### src/rtl/dtm_pkg.sv
// Shared widths, stage payload types and calendar tables for the date-to-minute converter.
package dtm_pkg;

  localparam int YEAR_W   = 12;
  localparam int MONTH_W  = 4;
  localparam int DAY_W    = 5;
  localparam int HOUR_W   = 5;
  localparam int MINUTE_W = 6;
  localparam int COUNT_W  = 33;

  localparam int TOD_W  = 11;  // minute of day, 0..1439
  localparam int DOY_W  = 9;   // day of year, 0..365
  localparam int CENT_W = 6;   // year / 100, 0..40
  localparam int REM_W  = 7;   // year % 100
  localparam int DAYS_W = 22;  // signed day count
  localparam int RECIP_W     = 16;
  localparam int RECIP_SHIFT = 22;
  localparam int PROD_W      = YEAR_W + RECIP_W;

  // ceil(2^22 / 100): exact floor(y / 100) for every 12-bit y
  localparam logic [RECIP_W-1:0] RECIP100 = RECIP_W'(41944);

  localparam logic [MONTH_W-1:0] MONTH_JAN = MONTH_W'(1);
  localparam logic [MONTH_W-1:0] MONTH_FEB = MONTH_W'(2);
  localparam logic [MONTH_W-1:0] MONTH_DEC = MONTH_W'(12);

  localparam logic [DAY_W-1:0]    LEAP_DAY     = DAY_W'(29);
  localparam logic [HOUR_W-1:0]   LAST_HOUR    = HOUR_W'(23);
  localparam logic [MINUTE_W-1:0] LAST_MINUTE  = MINUTE_W'(59);
  localparam logic [DAYS_W-1:0]   DAYS_IN_YEAR = DAYS_W'(365);
  localparam logic [TOD_W-1:0]    MIN_PER_HOUR = TOD_W'(60);
  localparam logic signed [COUNT_W-1:0] MIN_PER_DAY = COUNT_W'(1440);

  // stage 1 -> stage 2
  typedef struct packed {
    logic [YEAR_W-1:0]  year;
    logic [PROD_W-1:0]  cent_prod;
    logic               base_ok;   // month, day >= 1, hour, minute in range
    logic               len_ok;    // day fits the non-leap month length
    logic               feb29;
    logic               past_feb;
    logic [DOY_W-1:0]   doy;       // days before month plus day - 1
    logic [TOD_W-1:0]   tod;
  } front_t;

  // stage 2 -> stage 3
  typedef struct packed {
    logic               ok;
    logic               year_zero;
    logic [YEAR_W-1:0]  prior;     // year - 1
    logic [CENT_W-1:0]  prior_cent; // prior / 100
    logic [DOY_W-1:0]   doy;
    logic [TOD_W-1:0]   tod;
  } leap_t;

  // stage 3 -> stage 4
  typedef struct packed {
    logic                     ok;
    logic signed [DAYS_W-1:0] days;
    logic [TOD_W-1:0]         tod;
  } days_t;

  function automatic logic [DOY_W-1:0] days_before(input logic [MONTH_W-1:0] m);
    logic [DOY_W-1:0] d;
    case (m)
      4'd1:    d = DOY_W'(0);
      4'd2:    d = DOY_W'(31);
      4'd3:    d = DOY_W'(59);
      4'd4:    d = DOY_W'(90);
      4'd5:    d = DOY_W'(120);
      4'd6:    d = DOY_W'(151);
      4'd7:    d = DOY_W'(181);
      4'd8:    d = DOY_W'(212);
      4'd9:    d = DOY_W'(243);
      4'd10:   d = DOY_W'(273);
      4'd11:   d = DOY_W'(304);
      4'd12:   d = DOY_W'(334);
      default: d = DOY_W'(0);
    endcase
    return d;
  endfunction

  // non-leap length; zero for month codes outside 1..12
  function automatic logic [DAY_W-1:0] month_len(input logic [MONTH_W-1:0] m);
    logic [DAY_W-1:0] l;
    case (m)
      4'd1, 4'd3, 4'd5, 4'd7, 4'd8, 4'd10, 4'd12: l = DAY_W'(31);
      4'd4, 4'd6, 4'd9, 4'd11:                    l = DAY_W'(30);
      4'd2:                                       l = DAY_W'(28);
      default:                                    l = DAY_W'(0);
    endcase
    return l;
  endfunction

endpackage

### src/rtl/dtm_in_if.sv
// Input channel: one calendar timestamp per beat.
interface dtm_in_if
  import dtm_pkg::*;
();
  logic                valid;
  logic                ready;
  logic [YEAR_W-1:0]   year;
  logic [MONTH_W-1:0]  month;
  logic [DAY_W-1:0]    day;
  logic [HOUR_W-1:0]   hour;
  logic [MINUTE_W-1:0] minute;

  modport source (output valid, year, month, day, hour, minute, input ready);
  modport sink   (input valid, year, month, day, hour, minute, output ready);
endinterface

### src/rtl/dtm_out_if.sv
// Output channel: check flag and minute count per beat.
interface dtm_out_if
  import dtm_pkg::*;
();
  logic                      valid;
  logic                      ready;
  logic                      stamp_ok;
  logic signed [COUNT_W-1:0] minute_count;

  modport source (output valid, stamp_ok, minute_count, input ready);
  modport sink   (input valid, stamp_ok, minute_count, output ready);
endinterface

### src/rtl/dtm_front.sv
// Stage 1: field range checks, month table lookup, minute of day, year / 100 product.
module dtm_front
  import dtm_pkg::*;
(
  input  logic                clk,
  input  logic                rst,
  input  logic                in_valid,
  output logic                in_ready,
  input  logic [YEAR_W-1:0]   year,
  input  logic [MONTH_W-1:0]  month,
  input  logic [DAY_W-1:0]    day,
  input  logic [HOUR_W-1:0]   hour,
  input  logic [MINUTE_W-1:0] minute,
  output logic                out_valid,
  input  logic                out_ready,
  output front_t              out_data
);

  front_t data_next;

  always_comb begin
    data_next.year      = year;
    data_next.cent_prod = PROD_W'(year) * PROD_W'(RECIP100);
    data_next.base_ok   = (month >= MONTH_JAN) && (month <= MONTH_DEC) && (day != '0) &&
                          (hour <= LAST_HOUR) && (minute <= LAST_MINUTE);
    data_next.len_ok    = day <= month_len(month);
    data_next.feb29     = (month == MONTH_FEB) && (day == LEAP_DAY);
    data_next.past_feb  = month > MONTH_FEB;
    data_next.doy       = days_before(month) + DOY_W'(day) - DOY_W'(1);
    data_next.tod       = TOD_W'(hour) * MIN_PER_HOUR + TOD_W'(minute);
  end

  assign in_ready = !out_valid || out_ready;

  always_ff @(posedge clk) begin
    if (rst) begin
      out_valid <= 1'b0;
    end else if (in_ready) begin
      out_valid <= in_valid;
    end
  end

  always_ff @(posedge clk) begin
    if (in_valid && in_ready) begin
      out_data <= data_next;
    end
  end

endmodule

### src/rtl/dtm_leap.sv
// Stage 2: century split, leap-year rule, final validity and day of year.
module dtm_leap
  import dtm_pkg::*;
(
  input  logic   clk,
  input  logic   rst,
  input  logic   in_valid,
  output logic   in_ready,
  input  front_t in_data,
  output logic   out_valid,
  input  logic   out_ready,
  output leap_t  out_data
);

  logic [CENT_W-1:0] cent;
  logic [YEAR_W-1:0] cent_x100;
  logic [REM_W-1:0]  cent_rem;
  logic              century;
  logic              leap;
  logic              year_zero;
  leap_t             data_next;

  always_comb begin
    cent      = in_data.cent_prod[RECIP_SHIFT +: CENT_W];
    cent_x100 = (YEAR_W'(cent) << 6) + (YEAR_W'(cent) << 5) + (YEAR_W'(cent) << 2);
    cent_rem  = REM_W'(in_data.year - cent_x100);
    century   = cent_rem == '0;
    year_zero = in_data.year == '0;
    // div by 400 <=> century with year / 100 div by 4
    leap      = (in_data.year[1:0] == 2'b00) && (!century || (cent[1:0] == 2'b00));

    data_next.ok         = in_data.base_ok && (in_data.len_ok || (in_data.feb29 && leap));
    data_next.year_zero  = year_zero;
    data_next.prior      = in_data.year - YEAR_W'(1);
    // floor((y-1)/100) drops by one exactly when y is a century year
    data_next.prior_cent = year_zero ? '0 : cent - CENT_W'(century);
    data_next.doy        = in_data.doy + DOY_W'(in_data.past_feb && leap);
    data_next.tod        = in_data.tod;
  end

  assign in_ready = !out_valid || out_ready;

  always_ff @(posedge clk) begin
    if (rst) begin
      out_valid <= 1'b0;
    end else if (in_ready) begin
      out_valid <= in_valid;
    end
  end

  always_ff @(posedge clk) begin
    if (in_valid && in_ready) begin
      out_data <= data_next;
    end
  end

endmodule

### src/rtl/dtm_days.sv
// Stage 3: day count from earlier years, their leap days and the day of year.
module dtm_days
  import dtm_pkg::*;
(
  input  logic  clk,
  input  logic  rst,
  input  logic  in_valid,
  output logic  in_ready,
  input  leap_t in_data,
  output logic  out_valid,
  input  logic  out_ready,
  output days_t out_data
);

  logic [DAYS_W-1:0] year_days;
  logic [DAYS_W-1:0] leap_days;
  days_t             data_next;

  always_comb begin
    year_days = DAYS_W'(in_data.prior) * DAYS_IN_YEAR;
    leap_days = DAYS_W'(in_data.prior >> 2) - DAYS_W'(in_data.prior_cent)
              + DAYS_W'(in_data.prior_cent >> 2);
    data_next.ok  = in_data.ok;
    data_next.tod = in_data.tod;
    // year zero: one earlier year of 365 days counted backward, no leap days
    if (in_data.year_zero) begin
      data_next.days = $signed(DAYS_W'(in_data.doy) - DAYS_IN_YEAR);
    end else begin
      data_next.days = $signed(year_days + leap_days + DAYS_W'(in_data.doy));
    end
  end

  assign in_ready = !out_valid || out_ready;

  always_ff @(posedge clk) begin
    if (rst) begin
      out_valid <= 1'b0;
    end else if (in_ready) begin
      out_valid <= in_valid;
    end
  end

  always_ff @(posedge clk) begin
    if (in_valid && in_ready) begin
      out_data <= data_next;
    end
  end

endmodule

### src/rtl/dtm_scale.sv
// Stage 4: days to minutes, invalid stamps forced to zero; holds the output beat.
module dtm_scale
  import dtm_pkg::*;
(
  input  logic                      clk,
  input  logic                      rst,
  input  logic                      in_valid,
  output logic                      in_ready,
  input  days_t                     in_data,
  output logic                      out_valid,
  input  logic                      out_ready,
  output logic                      stamp_ok,
  output logic signed [COUNT_W-1:0] minute_count
);

  logic signed [COUNT_W-1:0] days_ext;
  logic signed [COUNT_W-1:0] total;

  always_comb begin
    days_ext = COUNT_W'(in_data.days);
    total    = days_ext * MIN_PER_DAY + $signed(COUNT_W'(in_data.tod));
  end

  assign in_ready = !out_valid || out_ready;

  always_ff @(posedge clk) begin
    if (rst) begin
      out_valid <= 1'b0;
    end else if (in_ready) begin
      out_valid <= in_valid;
    end
  end

  always_ff @(posedge clk) begin
    if (in_valid && in_ready) begin
      stamp_ok     <= in_data.ok;
      minute_count <= in_data.ok ? total : '0;
    end
  end

endmodule

### src/rtl/date_to_minute_count.sv
// Gregorian timestamp checker and converter to minutes since 0001-01-01 00:00.
//
// Channels: stamp (sink) takes year, month, day, hour and minute; result
// (source) gives stamp_ok and the signed 33-bit minute_count. A beat moves
// when valid and ready are both high.
// Four register stages (range checks and year/100 product, leap rule, day
// count, scaling to minutes) lie between an accepted stamp beat and its
// result beat; each hands off through its own valid bit. Throughput: one
// stamp per cycle while result.ready is high.
// An invalid stamp gives stamp_ok low and minute_count zero. Year 0 gives
// a negative count, but for December 31, whose count is not negative.
// Reset (rst, synchronous) empties every stage; stamp.ready is high right
// after it.
// When result.ready is low the last stage holds its beat; earlier stages keep
// taking stamps until the pipeline is full, then stamp.ready drops. No beat
// is lost or repeated across a stall.
module date_to_minute_count
  import dtm_pkg::*;
(
  input  logic        clk,
  input  logic        rst,
  dtm_in_if.sink      stamp,
  dtm_out_if.source   result
);

  logic   s1_valid, s1_ready;
  logic   s2_valid, s2_ready;
  logic   s3_valid, s3_ready;
  front_t s1_data;
  leap_t  s2_data;
  days_t  s3_data;

  dtm_front u_front (
    .clk       (clk),
    .rst       (rst),
    .in_valid  (stamp.valid),
    .in_ready  (stamp.ready),
    .year      (stamp.year),
    .month     (stamp.month),
    .day       (stamp.day),
    .hour      (stamp.hour),
    .minute    (stamp.minute),
    .out_valid (s1_valid),
    .out_ready (s1_ready),
    .out_data  (s1_data)
  );

  dtm_leap u_leap (
    .clk       (clk),
    .rst       (rst),
    .in_valid  (s1_valid),
    .in_ready  (s1_ready),
    .in_data   (s1_data),
    .out_valid (s2_valid),
    .out_ready (s2_ready),
    .out_data  (s2_data)
  );

  dtm_days u_days (
    .clk       (clk),
    .rst       (rst),
    .in_valid  (s2_valid),
    .in_ready  (s2_ready),
    .in_data   (s2_data),
    .out_valid (s3_valid),
    .out_ready (s3_ready),
    .out_data  (s3_data)
  );

  dtm_scale u_scale (
    .clk          (clk),
    .rst          (rst),
    .in_valid     (s3_valid),
    .in_ready     (s3_ready),
    .in_data      (s3_data),
    .out_valid    (result.valid),
    .out_ready    (result.ready),
    .stamp_ok     (result.stamp_ok),
    .minute_count (result.minute_count)
  );

endmodule

### src/flat_wrapper.sv
// flat-port wrapper written by rule: the top's interface ports become plain ports
module date_to_minute_count_flat import dtm_pkg::*;
  (clk, rst, stamp_valid, stamp_year, stamp_month, stamp_day, stamp_hour, stamp_minute, stamp_ready, result_valid, result_stamp_ok, result_minute_count, result_ready);
  dtm_in_if stamp_i ();
  dtm_out_if result_i ();
  input  logic clk;
  input  logic rst;
  input wire logic [$bits(stamp_i.valid)-1:0] stamp_valid;
  input wire logic [$bits(stamp_i.year)-1:0] stamp_year;
  input wire logic [$bits(stamp_i.month)-1:0] stamp_month;
  input wire logic [$bits(stamp_i.day)-1:0] stamp_day;
  input wire logic [$bits(stamp_i.hour)-1:0] stamp_hour;
  input wire logic [$bits(stamp_i.minute)-1:0] stamp_minute;
  output wire logic [$bits(stamp_i.ready)-1:0] stamp_ready;
  output wire logic [$bits(result_i.valid)-1:0] result_valid;
  output wire logic [$bits(result_i.stamp_ok)-1:0] result_stamp_ok;
  output wire logic [$bits(result_i.minute_count)-1:0] result_minute_count;
  input wire logic [$bits(result_i.ready)-1:0] result_ready;
  assign stamp_i.valid = stamp_valid;
  assign stamp_i.year = stamp_year;
  assign stamp_i.month = stamp_month;
  assign stamp_i.day = stamp_day;
  assign stamp_i.hour = stamp_hour;
  assign stamp_i.minute = stamp_minute;
  assign stamp_ready = stamp_i.ready;
  assign result_valid = result_i.valid;
  assign result_stamp_ok = result_i.stamp_ok;
  assign result_minute_count = result_i.minute_count;
  assign result_i.ready = result_ready;
  date_to_minute_count u_core (.clk(clk), .rst(rst), .stamp(stamp_i), .result(result_i));
endmodule
### config.mk
export PLATFORM = sky130hd
export DESIGN_NAME = date_to_minute_count_flat
export DESIGN_NICKNAME = d
export VERILOG_FILES = /design/src/rtl/dtm_pkg.sv /design/src/rtl/dtm_in_if.sv /design/src/rtl/dtm_out_if.sv /design/src/rtl/dtm_front.sv /design/src/rtl/dtm_leap.sv /design/src/rtl/dtm_days.sv /design/src/rtl/dtm_scale.sv /design/src/rtl/date_to_minute_count.sv /design/src/flat_wrapper.sv
export SDC_FILE = /design/constraint.sdc
export NUM_CORES = 1
export LEC_CHECK = 0
export ABC_AREA = 1
export ABC_CLOCK_PERIOD_IN_PS = 10600
export BUFFER_PORTS_ARGS = -buffer_cell sky130_fd_sc_hd__buf_4
export CAP_MARGIN = 20
export CORE_MARGIN = 5
export CORE_UTILIZATION = 54
export DETAILED_ROUTE_END_ITERATION = 7
export PLACE_DENSITY = 0.78
export SETUP_SLACK_MARGIN = 0.3
export SYNTH_ARGS = -nofsm -noshare
export SYNTH_HDL_FRONTEND = slang
export SYNTH_SLANG_ARGS = --single-unit
### constraint.sdc
create_clock -name clk -period 10.6 [get_ports clk]
set_input_delay 2.12 -clock clk [delete_from_list [all_inputs] [get_ports clk]]
set_output_delay 2.12 -clock clk [all_outputs]
set_load 0.01 [all_outputs]
== Word level (Yosys, flattened, before mapping) ==
Memories as Yosys holds them, arrays and structs flattened.
Cells that the tools add are included.

* Order comparisons: 6
* Multiply operators: 4
* $add $sub $neg: 15
* Reductions and logical operators: 29
* Multiplexer cells: 1
* Eq/ne operators: 2

{| class="wikitable"
|+ Operators by type and width
! cell !! number
|-
| $add 33x12->33 || 1
|-
| $mul 22x7->28 const B || 1
|-
| $mul 12x13->25 const B || 1
|-
| $add 21x22->22 || 1
|-
| $add 22x9->22 || 1
|-
| $mux 22 || 1
|-
| $mul 12x9->21 const B || 1
|-
| $add 7x7->7 || 2
|-
| $logic_and 1x1->1 || 13
|-
| $add 11x5->12 || 1
|-
| $logic_not 12->1 || 1
|-
| $sub 12x1->12 const B || 1
|-
| $add 11x6->11 || 1
|-
| $sub 10x6->11 || 1
|-
| $sub 9x9->10 const B || 1
|-
| $add 9x1->9 || 1
|-
| $add 9x5->9 || 1
|-
| $mul 5x4->9 const B || 1
|-
| $sub 9x1->9 const B || 1
|-
| $logic_not 7->1 || 1
|-
| $sub 7x7->7 || 1
|-
| $le 6x6->1 const B || 1
|-
| $logic_or 1x1->1 || 6
|-
| $sub 6x1->6 || 1
|-
| 10 further kinds || 15
|}

* Memories kept: 2
* Output and inout bits: 36
* Flip-flop bits (word level): 173
* Bits in read-only memories: 224

{| class="wikitable"
|+ Memories
! memory !! words !! bits a word !! read ports !! clocked after Yosys merged registers in !! write ports !! line !! source
|-
| (no name shown) || 16 || 9 || 1 || 0 || 0 || dtm_pkg.sv:65 || <nowiki>case (m)</nowiki>
|-
| (no name shown) || 16 || 5 || 1 || 0 || 0 || dtm_pkg.sv:86 || <nowiki>case (m)</nowiki>
|}

== Logic depth before layout (Yosys ltp) ==
Gate-level depths: netlist (run 1).

* Word-level depth: 10
* Depth in mapped cells: 34

== By module ==
From an unflattened synthesis (run 1), not the netlist that was laid out.

* Cells, all modules: 2441
* Area total of the unflattened synthesis: 20268.2 µm²

{| class="wikitable"
|+ Modules (own cells, without submodules)
! module !! instances !! seq. area each (µm²) !! cells an instance !! area each (µm²)
|-
| dtm_front || 1 || 1821.7 || 828 || 7115.6
|-
| dtm_scale || 1 || 1041.0 || 769 || 5595.4
|-
| dtm_days || 1 || 1041.0 || 674 || 5527.8
|-
| dtm_leap || 1 || 1221.2 || 170 || 2029.4
|}

== Least setup slack after synthesis (run 1) ==
Ideal clock, no wire load.

* Kind: reg2reg
* Start: reg u_core.u_leap.out_data[28] (netlist bit)
* End: reg u_core.u_days.out_data[29] (netlist bit) (data pin)
* Stages on the path, launching flop included: 31
* Arrival time: 5.788 ns
* Path buffers: 0
* Path slack: 4.540 ns
* Path through: edfxtp_1 inv_1 ha_1 inv_1 fa_1 xor2_1 ha_1 nand2_1 nor2_1 a211oi_1 nor2_1 o21ai_0 nor2_1 nand4_1 o21ai_0 inv_1 ha_1 inv_1 fa_1 fa_1 inv_1 ha_1 nand2_1 o21ai_0 inv_1 nand2_1 a21oi_1 o21ai_0 nand2_1 nand2_1 o21ai_0

{| class="wikitable"
|+ RTL lines
! element !! line !! source
|-
| from (decl) || dtm_leap.sv:12 || <nowiki>output leap_t out_data</nowiki>
|-
| from (signal assigned) || dtm_leap.sv:53 || <nowiki>out_data <= data_next;</nowiki>
|-
| to (signal assigned) || dtm_days.sv:45 || <nowiki>out_data <= data_next;</nowiki>
|-
| to (decl) || dtm_days.sv:12 || <nowiki>output days_t out_data</nowiki>
|}

==> metrics.cfg, run 1 <==
[clock_tree]
htree_levels = 4
hold_buffers = 0
cts-buffers-inserted = 17
cts.repair.resized = 0
cts_sinks = 154
clkLatencyLatePin_ns = 0.43
post_cts_buffers = 0
clk_pin_slew_worst_paths_ns = 0.07
ctsLongestPathBuffers = 2
cts_root_buf = clkbuf_16
tritoncts = built

[die]
die_h_um = 194.3
placementRows = 67
io_pins = 72
die_x_um = 194.3
initial_core_util_pct = 54.68
coreArea_um2 = 33530
dieArea_um2 = 37740

[synthesis]
ys_warn_count = 0
yosysTopAreaCell = edfxtp_1
netlist_area_um2 = 18340
synth_edf_count = 150
yosys_register_bits = 154
ys_types = 51
synth_area_per_cell_um2 = 8.665
syn_inst = 2116
synth_nets = 2600
async_reset_ff_share_pct = 0
yosys-top-cells-count = inv_1 (539), nand2_1 (327), ha_1 (289), fa_1 (159), edfxtp_1 (150)
synth_area_leaders = edfxtp_1 (25%), ha_1 (20%), fa_1 (17%)
synth_top_flop_cell = edfxtp_1
yosysMostFrequentCell = inv_1
synth_top_area_share_pct = 24.57
ys_seq_area_share_pct = 25.00

[global_route]
grt_pass1_wl_mm = 64.57
first_global_vias = 14510
grt_max_degree = 43
grt_antenna_before_repair = 0
track_usage_pct = 20.13
grt.overflow.total = 0

[sta]
grt_setup_unrepaired = false
worst_slack_ns = 4.290
tightest_slew_ns = 0.9095
clock.fmax_mhz = 158.5
fin_worst_skew_ns = 0.01117
fin_tns_setup_ns = 0
final-max-slew-violation-count = 0
slew_headroom_pct = 39.37
layout_min_cycle_time_ns = 6.310
fin_crit_sh_pct = 59.53
finalHoldViolations = 0
setup-violations-final = 0

[cells_and_area]
diodes = 0
area_delta_synth_final_pct = 9.083
finalNetCount = 2685
drive_above_1_share_pct = 8.582

[hold_path]
hp-start = u_core.u_leap.out_data[8]
hp-class = reg2reg

[route]
vias = 13520
wirelength_mm = 36.57
routedWlPerCell_um = 13.74
drtAntennaViolNets = 0
firstDrtPassIters = 5
avgViaCountPerCell = 5.080
drt-initial-drc-count = 701
drc = 0

[worst_setup_path]
slowest_delay_ns = 0.53
crit_required_ns = 10.87
crit_path_start = u_core.u_leap.out_data[28]
arrival_ns = 6.58
critPathSlowestCell = fa_1
r2r_start = u_core.u_leap.out_data[28]
cp-start-kind = flip-flop
end_kind = flip-flop
critPathMaxFanout = 5
path_class = reg2reg

[place]
pre_cts_slack_ns = 3.740
dp_hpwl_mm = 31.37
io_buffers = 71
gp_congestion = 0.8887

[run_status]
status = complete, no violations

[run]
maxCapViolCount = 0

## flip-flops by register name (all words and copies together), names as in the netlist
signal	flops
u_core.u_front.out_data	42
u_core.u_leap.out_data	40
u_core.u_days.out_data	34
u_core.u_scale.minute_count	33
u_core.u_days.out_valid	1
u_core.u_front.out_valid	1
u_core.u_leap.out_valid	1
u_core.u_scale.out_valid	1
u_core.u_scale.stamp_ok	1
## per-layer routing
| metal | track usage, % | wire [µm] | vias up | part of all wire [%] |
|---|---|---|---|---|
| li1 | - | - | 6859 | - |
| met1 | 24.71 | 15970 | 6361 | 44 |
| met2 | 37.21 | 18630 | 237 | 51 |
| met3 | 1.772 | 949 | 67 | 2.6 |
| met4 | 6.823 | 1023 | 0 | 2.8 |
| met5 | 0 | 0 | - | 0 |
## placed cells by master, fill, tap and decap left out, types with 5 or more instances in the layout
cell type	n
a21oi_1	113
buf_4	75
clkbuf_16	17
edfxtp_1	150
fa_1	159
ha_1	289
inv_1	539
inv_2	19
inv_6	6
nand2_1	327
nand2_2	24
nand3_1	76
nand3_2	5
nand4_1	16
nor2_1	117
nor2_2	12
nor2_4	8
nor3_1	16
nor4_1	6
o21ai_0	79
o31ai_1	8
or2_2	5
xnor2_1	27
xor2_1	52
## worst paths after layout
check,slack [ns],to,depth (start not counted)
max,4.29,u_core.u_days.out_data[29],29
min,0.42,u_core.u_days.out_data[8],0
max reg2reg,4.29,u_core.u_days.out_data[29],29
min reg2reg,0.42,u_core.u_days.out_data[8],0
## metrics by stage
| stage | util, % | std cells | area [µm²] | hold slack (ns) |
|---|---|---|---|---|
| after floorplan | - | 2116 | 18340 | 0.4003 |
| after global placement | 57.90 | 2628 | 19410 | 0.4020 |
| after detailed placement | 57.90 | 2628 | 19410 | 0.4045 |
| after CTS | 59.57 | 2660 | 19980 | 0.4207 |
| after global routing | 59.65 | 2662 | 20000 | 0.4251 |
| final | 59.65 | 2662 | 20000 | 0.4170 |
## logic make-up after synthesis
| kind of cell | after synthesis | share of synthesized area, % |
|---|---|---|
| flops | 154 | 25.00 |
| compound gates | 236 | 7.056 |
| xor+xnor | 79 | 3.774 |
| fa+ha+maj | 448 | 37.08 |
| simple gates | 628 | 15.32 |
| buf+inv | 571 | 11.76 |
## critical path, delay by kind of cell, from the launching register on
family	cells	cell delay (ns)
AO/OA/AOI/OAI	8	1.71
XOR/XNOR	2	0.43
adder cells (fa/ha/maj)	7	2.75
buffers and inverters	5	0.38
flip-flops	1	0.44
AND/OR/NAND/NOR	7	0.47
## layout make-up
cell class / instances / area [µm²]
clock buffers: 19 / 432.9
repair buffers: 77 / 588.1
fillers: 2920 / 13530
inverters: 560 / 2102
well taps: 448 / 560.5
flip-flops and latches: 154 / 4584
multi-input cells: 1391 / 11600
clock inverters: 13 / 128.9
Power of run 1 is left out: the tool's default activity adds up to more than one toggle a clock period on the data nets, which glitch-free logic cannot reach.
==> run 2: changes to the inputs <==
ABC_CLOCK_PERIOD_IN_PS = 6200   (was 10600)
clock period = 6.2 ns   (was 10.6 ns; I/O delays follow)
==> run 2 against run 1 <==
Worst setup slack lost 3.9 ns. Global-route usage rose by 0.84 points. Sequential cell count unchanged. Largest cell class unchanged. Highest routed layer unchanged.
==> metrics.cfg, run 2 (synthesized netlist as in run 1, its figures left out) <==
[run_status]
status = complete, no violations

[place]
pre_cts_slack_ns = 0.05336  ; -3.686 ns
gp_congestion = 0.9082  ; +2.2%
dp_hpwl_mm = 31.28  ; -0.27%
io_buffers = 71  ; unchanged
place_area_um2 = 19420  ; about the same

[sta]
setup-violations-final = 0  ; unchanged
finalHoldViolations = 0  ; unchanged
worst_slack_ns = 0.3559  ; -3.934 ns
fin_tns_setup_ns = 0  ; unchanged
clock.fmax_mhz = 171.1  ; +8.0%
fin_crit_sh_pct = 94.26  ; +35 points
hold_slack_ns = 0.4203  ; +0.003330 ns
final-max-slew-violation-count = 0  ; unchanged
tightest_slew_ns = 0.8689  ; -0.04059 ns
fin_worst_skew_ns = 0.01926  ; +0.008095 ns
slew_headroom_pct = 42.07  ; +2.7 points
layout_min_cycle_time_ns = 5.844  ; -0.4662 ns
grt_setup_unrepaired = true

[die]
placementRows = 67  ; unchanged
die_h_um = 194.3  ; unchanged
dieArea_um2 = 37740  ; unchanged
initial_core_util_pct = 54.68  ; unchanged
die_x_um = 194.3  ; unchanged
coreArea_um2 = 33530  ; unchanged
io_pins = 72  ; unchanged

[cells_and_area]
n_fill_cell = 2884  ; -1.2%
top_register = u_core.u_front.out_data
largest_reg_flops = 42  ; unchanged
finalNetCount = 2699  ; +0.52%
multi_input_area_um2 = 11910  ; +2.6%
reg_top3 = u_core.u_front.out_data x42, u_core.u_leap.out_data x40, u_core.u_days.out_data x34
layout_common_cells = inv_1 (534), nand2_1 (315), ha_1 (278)
drive_above_1_share_pct = 12.03  ; +3.4 points
ff_latch_area_um2 = 4584  ; unchanged
design_area_um2 = 20470  ; +2.3%
final_common_cell = inv_1
area_delta_synth_final_pct = 11.64
diodes = 0  ; unchanged

[route]
drtAntennaViolNets = 0  ; unchanged
routedWlPerCell_um = 14.23  ; +3.6%
wirelength_mm = 38.09  ; +4.1%
vias = 13790  ; +2.0%
avgViaCountPerCell = 5.155  ; +1.5%
drc = 0  ; unchanged
drt-initial-drc-count = 684  ; -2.4%
firstDrtPassIters = 5  ; unchanged

[global_route]
grt_max_degree = 43  ; unchanged
grt_pass1_wl_mm = 67.12  ; +3.9%
grt_antenna_before_repair = 0  ; unchanged
grt.overflow.total = 0  ; unchanged
first_global_vias = 14630  ; +0.87%
track_usage_pct = 20.97  ; +0.84 points

[clock_tree]
clk_pin_slew_worst_paths_ns = 0.07  ; about the same
cts_sinks = 154  ; unchanged
htree_levels = 4  ; unchanged
ctsLongestPathBuffers = 2  ; unchanged
cts-buffers-inserted = 17  ; unchanged
hold_buffers = 0  ; unchanged
cts_root_buf = clkbuf_16
tritoncts = built
clkLatencyLatePin_ns = 0.45  ; +0.02 ns

[worst_setup_path]
path_class = reg2reg
critPathSlowestCell = fa_1
arrival_ns = 6.00  ; -0.58 ns
cp-start-kind = flip-flop
end_kind = flip-flop
crit_required_ns = 6.35  ; -4.52 ns
critPathMaxFanout = 4  ; -1
slowest_delay_ns = 0.53  ; about the same

[run]
maxCapViolCount = 0  ; unchanged

[hold_path]
hp-class = reg2reg

## run 2: changes by cell type in the layout (fill, tap and decap cells not counted), sizes merged
cell | previous run | this run
buf | 77 | 91
clkbuf | 19 | 17
clkinv | 6 | 10
clkinvlp | 1 | 2
inv | 566 | 563
## run 2: worst max-delay path: cells and delay by family, from the launching register on
kind | cells | cell delay [ns]
XOR/XNOR | 3 | 0.49
buffers and inverters | 6 | 0.39
adder cells (fa/ha/maj) | 7 | 2.70
flip-flops | 1 | 0.39
AND/OR/NAND/NOR | 7 | 0.56
AO/OA/AOI/OAI | 6 | 1.04
## run 2: final cells by class
cell class | instances | share of cell area, %
clock buffers | 17 | 2.078
well taps | 448 | 2.738
multi-input cells | 1391 | 58.17
flip-flops and latches | 154 | 22.40
clock inverters | 15 | 0.9352
inverters | 560 | 10.27
repair buffers | 91 | 3.417
## run 2: metal layers
metal  routed length (µm)  part of all wire (%)  global-route usage [%]
met5                    0                     0                       0
met4                  909                   2.4                   5.573
met3                 1242                   3.3                   2.572
met2                19700                    52                   38.41
met1                16240                    43                   26.21
## run 2: worst paths after layout
kind	startpoint	end	slack (ns)	depth (start not counted)
worst max-delay path	u_core.u_leap.out_data[28]	u_core.u_days.out_data[27]	0.36	29
worst min-delay path	u_core.u_leap.out_data[39]	u_core.u_days.out_data[33]	0.42	0
worst max register to register	u_core.u_leap.out_data[28]	u_core.u_days.out_data[27]	0.36	29
worst min register to register	u_core.u_leap.out_data[39]	u_core.u_days.out_data[33]	0.42	0
## run 2: stage by stage
step / instances / util [%]
floorplan: 2116 / -
global placement: 2629 / 57.92
detailed placement: 2629 / 57.92
CTS: 2662 / 59.84
global route: 2676 / 61.04
finish: 2676 / 61.04
## run 2: timing repair
item                                    in CTS  in global routing
resized for setup                            7                 78
pin swaps                                    1                 39
endpoints found under the setup margin       8                 15
setup buffers                                1                 13
Power of run 2 is left out for the same reason.
==> run 3: changes to the inputs <==
--- a/config.mk
+++ b/config.mk
@@ -15,3 +15,2 @@
 export PLACE_DENSITY = 0.78
-export SETUP_SLACK_MARGIN = 0.3
 export SYNTH_ARGS = -nofsm -noshare
--- a/constraint.sdc
+++ b/constraint.sdc
@@ -3,2 +3,2 @@
 set_output_delay 1.24 -clock clk [all_outputs]
-set_load 0.01 [all_outputs]
+set_load 0.005 [all_outputs]
==> run 3 against run 2 <==
First-iteration DRC count decreased by 7.2%. Design area is 1.3% lower. Clock-buffer cell count unchanged. Worst setup slack got worse by 0.10 ns. Hold slack lost 0.0012 ns. Wire length shrank 2.4%. Critical path type unchanged. Largest cell class unchanged. Highest routed layer unchanged.
==> metrics.cfg, run 3 (synthesized netlist as in run 1, its figures left out) <==
[run_status]
status = complete, no violations

[route]
firstDrtPassIters = 5  ; unchanged
wirelength_mm = 37.16  ; -2.4%
drc = 0  ; unchanged
drtAntennaViolNets = 0  ; unchanged
vias = 13680  ; -0.85%
drt-initial-drc-count = 635  ; -7.2%
routedWlPerCell_um = 13.93  ; -2.1%
avgViaCountPerCell = 5.126  ; -0.55%

[place]
io_buffers = 71  ; unchanged
place_area_um2 = 19420  ; unchanged
gp_congestion = 0.8877  ; -2.3%
dp_hpwl_mm = 31.07  ; -0.68%

[cells_and_area]
top_register = u_core.u_front.out_data
diodes = 0  ; unchanged
reg_top3 = u_core.u_front.out_data x42, u_core.u_leap.out_data x40, u_core.u_days.out_data x34
largest_reg_flops = 42  ; unchanged
n_fill_cell = 2847  ; -1.3%
drive_above_1_share_pct = 9.865  ; -2.2 points
multi_input_area_um2 = 11700  ; -1.7%
ff_latch_area_um2 = 4584  ; unchanged
area_delta_synth_final_pct = 10.21
layout_common_cells = inv_1 (537), nand2_1 (324), ha_1 (286)
final_common_cell = inv_1
utilization_pct = 60.26  ; -0.78 points
design_area_um2 = 20210  ; -1.3%
finalNetCount = 2691  ; -0.30%

[worst_setup_path]
critPathSlowestCell = fa_1
path_class = reg2reg
critPathMaxFanout = 6  ; +2
arrival_ns = 6.12  ; +0.12 ns
end_kind = flip-flop
cp-start-kind = flip-flop
crit_required_ns = 6.38  ; +0.03 ns
r2r_slack_ns = 0.25  ; -0.10 ns
slowest_delay_ns = 0.55  ; +0.02 ns

[clock_tree]
tritoncts = built
ctsLongestPathBuffers = 2  ; unchanged
cts_root_buf = clkbuf_16
clk_pin_slew_worst_paths_ns = 0.07  ; about the same
htree_levels = 4  ; unchanged
cts-buffers-inserted = 17  ; unchanged
hold_buffers = 0  ; unchanged
clkLatencyLatePin_ns = 0.44  ; about the same
cts_sinks = 154  ; unchanged

[global_route]
grt_pass1_wl_mm = 65.41  ; -2.5%
grt_antenna_before_repair = 0  ; unchanged
first_global_vias = 14390  ; -1.7%
grt.overflow.total = 0  ; unchanged
grt_max_degree = 43  ; unchanged
track_usage_pct = 20.45  ; -0.52 points

[die]
die_h_um = 194.3  ; unchanged
die_x_um = 194.3  ; unchanged
coreArea_um2 = 33530  ; unchanged
dieArea_um2 = 37740  ; unchanged
initial_core_util_pct = 54.68  ; unchanged
io_pins = 72  ; unchanged
placementRows = 67  ; unchanged

[sta]
clock.fmax_mhz = 168.2  ; -1.7%
fin_tns_setup_ns = 0  ; unchanged
hold_slack_ns = 0.4192  ; -0.001163 ns
finalHoldViolations = 0  ; unchanged
layout_min_cycle_time_ns = 5.946  ; +0.1019 ns
fin_crit_sh_pct = 95.90  ; +1.6 points
setup-violations-final = 0  ; unchanged
tightest_slew_ns = 0.8849  ; +0.01603 ns
fin_worst_skew_ns = 0.02417  ; +0.004907 ns
slew_headroom_pct = 41.01  ; -1.1 points
final-max-slew-violation-count = 0  ; unchanged

[run]
maxCapViolCount = 0  ; unchanged

[hold_path]
hp-class = reg2reg

[run 3: cell types whose count changed in the layout (fill, tap and decap cells not counted), sizes merged]
cell,previous run,this run
buf,91,83
[run 3: layer usage]
metal	GRT usage [%]	vias up	share of wire (%)	wire length, µm
met4	5.469	0	2.3	851
met2	37.50	237	51	19080
li1	-	6867	-	-
met1	25.66	6513	43	16130
met3	2.311	60	3.0	1099
met5	0	-	0	0
[run 3: final cells by class]
cell class | instances | share of cell area, %
clock buffers | 17 | 2.105
clock inverters | 15 | 0.9721
inverters | 560 | 10.40
multi-input cells | 1391 | 57.91
flip-flops and latches | 154 | 22.69
well taps | 448 | 2.774
repair buffers | 83 | 3.146
[run 3: metrics by stage]
stage / setup slack, ns / std cells
2_1_floorplan: 0.1399 / 2116
3_3_place_gp: 0.1725 / 2629
3_5_place_dp: 0.01566 / 2629
4_1_cts: 0.003821 / 2661
5_1_grt: -0.1290 / 2668
6_report: 0.2541 / 2668
[run 3: worst paths after layout]
kind,from,end,cells after the start
worst max-delay path,u_core.u_leap.out_data[28],u_core.u_days.out_data[31],29
worst max register to register,u_core.u_leap.out_data[28],u_core.u_days.out_data[31],29
worst min register to register,u_core.u_leap.out_data[39],u_core.u_days.out_data[33],0
worst min-delay path,u_core.u_leap.out_data[39],u_core.u_days.out_data[33],0
[run 3: repair_timing]
item / 4_1_cts / 5_1_grt
endpoints found under the setup margin: 0 / 13
setup buffers: 0 / 6
gates resized for setup: 0 / 30
[run 3: worst max-delay path, delay by kind of cell (launching register included)]
kind / cells / cell delay (ns)
compound gates: 6 / 0.86
xor+xnor: 1 / 0.19
fa+ha+maj: 7 / 2.54
buf+inv: 5 / 0.36
flops: 1 / 0.40
simple gates: 10 / 1.32
Power of run 3 is left out for the same reason.
